$ cat src/rtl/slo_pkg.sv
// shared types and constants for the set-associative lru order block
// no dependencies; imported by every module of the block
`default_nettype none

package slo_pkg;

   // fixed field widths of the request and response items
   localparam int CMD_W    = 1;
   localparam int SET_IN_W = 6;
   localparam int WAY_IN_W = 4;
   localparam int LRU_W    = 3;

   // default geometry
   localparam int DEF_SETS  = 64;
   localparam int DEF_ASSOC = 8;

   typedef enum logic [CMD_W-1:0] {
      CMD_TOUCH = 1'b0,
      CMD_QUERY = 1'b1
   } cmd_type;

   typedef enum logic {
      STATUS_OK      = 1'b0,
      STATUS_BAD_WAY = 1'b1
   } status_type;

   typedef enum logic {
      ST_CLEAR,
      ST_RUN
   } state_type;

   typedef struct packed {
      cmd_type               command;
      logic [SET_IN_W-1:0]   set_index;
      logic [WAY_IN_W-1:0]   way;
   } req_type;

   typedef struct packed {
      logic [LRU_W-1:0]      lru_way;
      status_type            status;
   } rsp_type;

endpackage

`default_nettype wire

$ cat src/rtl/slo_mem.sv
// single-port-write, single-port-read synchronous memory holding one recency list per set
// read data registered; uses slo_pkg
`default_nettype none

module slo_mem
   import slo_pkg::*;
#(
   parameter int DEPTH  = DEF_SETS,
   parameter int WIDTH  = DEF_ASSOC * $clog2(DEF_ASSOC),
   parameter int ADDR_W = (DEPTH > 1) ? $clog2(DEPTH) : 1
) (
   input  wire logic              clock,
   input  wire logic              rd_en,
   input  wire logic [ADDR_W-1:0] rd_addr,
   output logic      [WIDTH-1:0]  rd_data,
   input  wire logic              wr_en,
   input  wire logic [ADDR_W-1:0] wr_addr,
   input  wire logic [WIDTH-1:0]  wr_data
);

   logic [WIDTH-1:0] mem_ff [DEPTH];
   logic [WIDTH-1:0] rd_data_ff;

   // write port
   always_ff @(posedge clock) begin
      if (wr_en) begin
         mem_ff[wr_addr] <= wr_data;
      end
   end

   // registered read port, old data on a same-address collision
   always_ff @(posedge clock) begin
      if (rd_en) begin
         rd_data_ff <= mem_ff[rd_addr];
      end
   end

   assign rd_data = rd_data_ff;

endmodule

`default_nettype wire

$ cat src/rtl/slo_update.sv
// move-to-front update of one recency list and victim extraction
// purely combinational; uses slo_pkg
`default_nettype none

module slo_update
   import slo_pkg::*;
#(
   parameter int ASSOC = DEF_ASSOC,
   parameter int WAY_W = $clog2(DEF_ASSOC)
) (
   input  wire cmd_type                          command,
   input  wire logic [WAY_IN_W-1:0]              way,
   input  wire logic [ASSOC-1:0][WAY_W-1:0]      cur_list,
   output logic      [ASSOC-1:0][WAY_W-1:0]      new_list,
   output rsp_type                               rsp
);

   logic             touch_ok;
   logic [WAY_W-1:0] way_n;
   logic             seen;
   logic [ASSOC-1:0][WAY_W-1:0] moved;

   // range check of the touched way
   always_comb begin
      touch_ok = (command == CMD_TOUCH) &&
                 ({1'b0, way} < (WAY_IN_W + 1)'(ASSOC));
      way_n    = WAY_W'(way);
   end

   // entries ahead of the touched way shift down one place
   always_comb begin
      seen     = (cur_list[0] == way_n);
      moved[0] = way_n;
      for (int i = 1; i < ASSOC; i++) begin
         moved[i] = seen ? cur_list[i] : cur_list[i-1];
         seen     = seen | (cur_list[i] == way_n);
      end
   end

   // result item and written-back list
   always_comb begin
      new_list    = touch_ok ? moved : cur_list;
      rsp.lru_way = LRU_W'(new_list[ASSOC-1]);
      rsp.status  = ((command == CMD_TOUCH) && !touch_ok) ? STATUS_BAD_WAY : STATUS_OK;
   end

endmodule

`default_nettype wire

$ cat src/rtl/set_assoc_lru_order.sv
// Keeps a true-LRU recency list of the ways of every set and answers each request
// item with the set's victim way. After reset a clearing pass loads every set with
// way ASSOC-1 most recent down to way 0 least recent; req_ready stays low during
// it. Then one item is taken per cycle while the response side does not stall: the
// set's list is read from the memory at the accept edge, then updated and written
// back when the response register is loaded, and the response is registered.
// The throughput is set by the read-modify-write loop on the set memory; a request
// accepted as its set is written back gets the new list by forwarding.
// top level; uses slo_pkg, slo_mem and slo_update
`default_nettype none

module set_assoc_lru_order
   import slo_pkg::*;
#(
   parameter int SETS  = DEF_SETS,
   parameter int ASSOC = DEF_ASSOC
) (
   input  wire logic    clock,
   input  wire logic    reset,
   input  wire logic    req_valid,
   output logic         req_ready,
   input  wire req_type req_data,
   output logic         rsp_valid,
   input  wire logic    rsp_ready,
   output rsp_type      rsp_data
);

   localparam int SET_W  = (SETS > 1) ? $clog2(SETS) : 1;
   localparam int WAY_W  = $clog2(ASSOC);
   localparam int LIST_W = ASSOC * WAY_W;

   typedef logic [ASSOC-1:0][WAY_W-1:0] list_type;

   state_type state_ff, state_in;
   logic [SET_W-1:0] clr_cnt_ff, clr_cnt_in;

   logic             clearing;
   logic             req_fire;
   logic             rsp_load;
   logic [SET_W-1:0] set_sel;
   logic [SET_IN_W-1:0] set_rem;

   logic              s2_valid_ff;
   cmd_type           s2_cmd_ff;
   logic [WAY_IN_W-1:0] s2_way_ff;
   logic [SET_W-1:0]  s2_set_ff;
   logic              fwd_hit_ff;
   list_type          fwd_list_ff;

   list_type          rd_list;
   list_type          cur_list;
   list_type          new_list;
   list_type          clr_list;
   rsp_type           upd_rsp;

   rsp_type           rsp_ff;
   logic              rsp_valid_ff;

   logic              wr_en;
   logic [SET_W-1:0]  wr_addr;
   list_type          wr_data;

   // set index wraps modulo SETS by conditional subtraction of scaled multiples
   always_comb begin
      set_rem = req_data.set_index;
      for (int k = SET_IN_W - 1; k >= 0; k--) begin
         if (int'(set_rem) >= (SETS << k)) begin
            set_rem = set_rem - SET_IN_W'(SETS << k);
         end
      end
      set_sel = SET_W'(set_rem);
   end

   // reset list: way ASSOC-1 first down to way 0 last
   always_comb begin
      for (int i = 0; i < ASSOC; i++) begin
         clr_list[i] = WAY_W'(ASSOC - 1 - i);
      end
   end

   // next state
   always_comb begin
      state_in = state_ff;
      case (state_ff)
         ST_CLEAR: begin
            if (clr_cnt_ff == SET_W'(SETS - 1)) begin
               state_in = ST_RUN;
            end
         end
         ST_RUN: state_in = ST_RUN;
         default: state_in = ST_CLEAR;
      endcase
   end

   // state outputs and handshake
   always_comb begin
      clearing   = (state_ff == ST_CLEAR);
      clr_cnt_in = clearing ? clr_cnt_ff + 1'b1 : clr_cnt_ff;
      rsp_load   = s2_valid_ff && (!rsp_valid_ff || rsp_ready);
      req_ready  = !clearing && (!s2_valid_ff || rsp_load);
      req_fire   = req_valid && req_ready;
   end

   // memory write port: clearing pass or write-back of the updated list
   always_comb begin
      if (clearing) begin
         wr_en   = 1'b1;
         wr_addr = clr_cnt_ff;
         wr_data = clr_list;
      end else begin
         wr_en   = rsp_load;
         wr_addr = s2_set_ff;
         wr_data = new_list;
      end
   end

   slo_mem #(
      .DEPTH  (SETS),
      .WIDTH  (LIST_W),
      .ADDR_W (SET_W)
   ) u_mem (
      .clock   (clock),
      .rd_en   (req_fire),
      .rd_addr (set_sel),
      .rd_data (rd_list),
      .wr_en   (wr_en),
      .wr_addr (wr_addr),
      .wr_data (wr_data)
   );

   // forwarded list when the previous item wrote the same set
   assign cur_list = fwd_hit_ff ? fwd_list_ff : rd_list;

   slo_update #(
      .ASSOC (ASSOC),
      .WAY_W (WAY_W)
   ) u_update (
      .command  (s2_cmd_ff),
      .way      (s2_way_ff),
      .cur_list (cur_list),
      .new_list (new_list),
      .rsp      (upd_rsp)
   );

   // control registers
   always_ff @(posedge clock) begin
      if (reset) begin
         state_ff     <= ST_CLEAR;
         clr_cnt_ff   <= '0;
         s2_valid_ff  <= 1'b0;
         rsp_valid_ff <= 1'b0;
      end else begin
         state_ff   <= state_in;
         clr_cnt_ff <= clr_cnt_in;
         if (req_fire) begin
            s2_valid_ff <= 1'b1;
         end else if (rsp_load) begin
            s2_valid_ff <= 1'b0;
         end
         if (rsp_load) begin
            rsp_valid_ff <= 1'b1;
         end else if (rsp_ready) begin
            rsp_valid_ff <= 1'b0;
         end
      end
   end

   // update stage payload and forwarding capture
   always_ff @(posedge clock) begin
      if (req_fire) begin
         s2_cmd_ff   <= req_data.command;
         s2_way_ff   <= req_data.way;
         s2_set_ff   <= set_sel;
         fwd_hit_ff  <= rsp_load && (set_sel == s2_set_ff);
         fwd_list_ff <= new_list;
      end
   end

   // response register
   always_ff @(posedge clock) begin
      if (rsp_load) begin
         rsp_ff <= upd_rsp;
      end
   end

   assign rsp_valid = rsp_valid_ff;
   assign rsp_data  = rsp_ff;

endmodule

`default_nettype wire
$ cat config.mk
export PLATFORM = sky130hd
export DESIGN_NAME = set_assoc_lru_order
export DESIGN_NICKNAME = d
export VERILOG_FILES = /design/src/rtl/slo_pkg.sv /design/src/rtl/slo_mem.sv /design/src/rtl/slo_update.sv /design/src/rtl/set_assoc_lru_order.sv
export SDC_FILE = /design/constraint.sdc
export NUM_CORES = 1
export LEC_CHECK = 0
export BUFFER_PORTS_ARGS = -buffer_cell sky130_fd_sc_hd__buf_2
export CORE_UTILIZATION = 45
export DETAILED_ROUTE_END_ITERATION = 16
export HOLD_SLACK_MARGIN = 0.06
export PLACE_DENSITY = 0.68
export SLEW_MARGIN = 5
export SYNTH_ARGS = -nofsm -noshare
export SYNTH_HDL_FRONTEND = slang
export SYNTH_SLANG_ARGS = --single-unit
$ cat constraint.sdc
create_clock -name clock -period 7 [get_ports clock]
set_input_delay 0.7 -clock clock [delete_from_list [all_inputs] [get_ports clock]]
set_output_delay 0.7 -clock clock [all_outputs]
set_load 0.005 [all_outputs]
==> summary.md <==
| Metric | Value |
|---|---|
| RSZ-0062 raised after global routing | no |
| Critical path's slowest cell | mux2_2 |
| Max Cap Viol | 0 |
| Total CTS buffers | around 150 |
| TritonCTS clock tree | done |
| Pleak | roughly 21 nW |
| Post-synth EDFFs | between 1,500 and 2,000 |
| Critical path class | reg2reg |
| Crit path buf inv count | 1 |
| Critical path's top delay family | multiplexers |
| Layout cells sized above 1 | 30.3% |
| Worst-path fanout max | between 60 and 70 |
| Critical-path cell list | buf_4 > mux2i_1 > xor2_1 > a31o_4 > nor4_4 > and2_1 > mux2_2 |
| Root Driver | clkbuf_16 |
| Fmax | between 0.2 and 0.25 GHz |
| First-pass GRT wire length | around 220,000 um |
| Largest net degree at the start of global routing | roughly 110 |
| Clk Latency, worst-skew pair | 780 ps |
| Top post-synthesis cells by count | edfxtp_1 (1,600), mux4_2 (437), nor2_1 (93), mux2i_1 (75), clkbuf_1 (62) |
| Total GRT Usage | a little over a fifth |
| Post-CTS Setup Inserts | 0 |
| Final net count | ~2,800 |
| Synth top area share | 77.3% |
| Status | completed |
| Syn nets | around 2,700 |
| Area contributors post-synth | edfxtp_1 (77%), mux4_2 (16%), mux2i_1 (1.2%) |
| Final min period | 4190 ps |
| Clock Path Buffers | 3 |
| Syn Std Cell Area | slightly above 0.06 sq mm |
| Clock sink count | 1,609 |
| Clock Skews | slightly above 20 ps |
| Ys flop type | edfxtp_1 |
| CTS resizes | 0 |
| DRT Pass-1 Iters | 7 |
| HP Class | in2reg |
| Placement Setup Slack | 2560 ps |
| Synthesized area per cell | about 23 sq um |
| Crit start category | flop |
| Synthesis-stage register bit count | between 1,500 and 2,000 |
| Antenna fix cells | 0 |
| Core Area | between 0.1 and 0.15 sq mm |
| Final hold vios | 0 |
| # DRC | 0 |
| FFs w/ async S/R, synth | 0% |
| Synthesis Warnings | 0 |
| Gr ovfl total | 0 |
| Setup_tns | 0 ps |
| Final count of pins violating max slew | 0 |
| Tcrit/Tclk final | roughly three fifths |
| Crit path required time | ~7400 ps |
| Synthesis-to-layout area growth | 12.2% |
| DP HPWL | a little over 80,000 um |
| Die Span X | about 370 um |
| Io pins | 21 |
| Initial antenna violation count | 4 |
| CP peak stage delay | 1020 ps |
| Clock-pin slew of the registers on the worst-case setup and hold paths | 60 ps |
| Placed insts | ~4,500 |
| Post-CTS Hold Buffers | 2 |
| Post-route ant nets | 0 |
| Full die area | 0.140 sq mm |
| Final setup fails | 0 |
| Via density | 6.18 |
| WL final | 152,000 um |
| Cell Count, Final, Fillers Out | 4,742 |
| Syn Inst Count | around 2,700 |
| Input/output buffers | 20 |
| Worst-margin pin slew | 1360 ps |
| Cell accounting for the most synthesized area | edfxtp_1 |
| PD cells | 274 mW/mm^2 |
| Worst endpoint data arrival time | ~4600 ps |
| Vias in the first global route | between 20,000 and 30,000 |
| Final GP Congestion | between 0.8 and 0.9 |
| FP Rows | 136 |
| Final WS setup | roughly 2800 ps |
| Seq/Total Area, Yosys | between 70 and 80% |
| Peak supply drop | approximately 0.19 mV |
| Kind of end point of the critical path | flop |
| Slew headroom | 8.74% |
| Initial DRC count | a little under 4,000 |
| H-Tree Depth | 4 |
| Count leader, synth | edfxtp_1 |
| Height of the die | 374 um |
| Netlist cell types | 47 |
| Starting density of the core | a little under half |
| Drt wl/cell | 32.0 um |
| Total via count in the routed design | 29,300 |
## placed cells by master, fill, tap and decap left out, types with 16 or more instances in the layout
master,synthesis,layout
edfxtp_1,1600,1600
mux4_2,437,437
clkbuf_16,0,160
buf_4,4,95
mux2i_1,75,75
nor2_2,0,64
a22oi_1,47,47
nand2_1,36,36
mux2_2,36,36
clkbuf_1,62,35
clkinv_1,0,33
nor2_1,93,29
nor2b_1,29,28
a21oi_1,25,25
clkinv_2,0,24
xnor2_1,21,21
o22ai_1,20,20
nor3_1,16,16
buf_2,49,16
## final timing paths
kind,start,endpoint,slack (ps),depth (start not counted)
min reg2reg,s2_cmd_ff,rsp_data[0],550,1
max reg2reg,fwd_hit_ff,u_mem.mem_ff[55][17],2810,7
max,fwd_hit_ff,u_mem.mem_ff[55][17],2810,7
min,req_data[1],s2_way_ff[1],110,1
## metal layers
layer / GRT usage [%] / up-vias / routed length (um)
li1: - / 11700 / -
met1: 30.0 / 15700 / 59300
met2: 34.2 / 1569 / 71700
met3: 4.99 / 250 / 15000
met4: 8.61 / 2 / 5660
met5: 0 / - / 13
## state kept, by name, indices dropped and copies added, names as in the netlist
signal         count
s2_set_ff          6
u_mem.rd_data     24
s2_cmd_ff          1
s2_valid_ff        1
fwd_list_ff       24
s2_way_ff          4
state_ff           1
clr_cnt_ff         6
u_mem.mem_ff    1536
fwd_hit_ff         1
rsp_data           4
rsp_valid          1
## cell type report
type                       instances  area (sq um)
fill                           10400         67500
sequential                      1609         48200
multi-input combinational        937         13500
clock buffer                     195          4140
tap                             1794          2240
timing repair buffer             125          1030
clock inverter                    78           594
inverter                           4          15.0
## through the flow
| step | instance area [sq um] | utilization [%] | total power [W] | hold slack (ps) |
|---|---|---|---|---|
| 2_1_floorplan | 62200 | - | 0.0112 | 481 |
| 3_3_place_gp | 65000 | 47.4 | 0.0114 | 502 |
| 3_5_place_dp | 65000 | 47.4 | 0.0114 | 543 |
| 4_1_cts | 69800 | 50.8 | 0.0192 | 71.4 |
| 5_1_grt | 69800 | 50.8 | 0.0196 | 84.0 |
| 6_report | 69800 | 50.8 | 0.0191 | 115 |
## logic make-up (layout without fill, tap and decap cells)
group | count (synthesis) | in the layout | share of synthesized area [%]
flip-flops | 1609 | 1609 | 77.5
multiplexers | 548 | 548 | 17.7
AND/OR/NAND/NOR | 215 | 215 | 1.65
buffers and inverters | 150 | 402 | 1.05
AO/OA/AOI/OAI | 142 | 142 | 1.61
XOR/XNOR | 31 | 31 | 0.437
adder cells (fa/ha/maj) | 1 | 1 | 0.0201
## worst register-to-register path, stage by stage, from the launching register on
cell	delay (ps)
edfxtp_1	330
buf_4	430
mux2i_1	420
xor2_1	150
a31o_4	320
nor4_4	610
and2_1	540
mux2_2	1020
## report_power, final
part           switching (W)  total [W]  internal [W]
sequential        0.00000937     0.0105        0.0105
clock                0.00346    0.00789       0.00443
combinational       0.000408   0.000714      0.000306
Note: power is estimated with default switching activity, not from simulation.
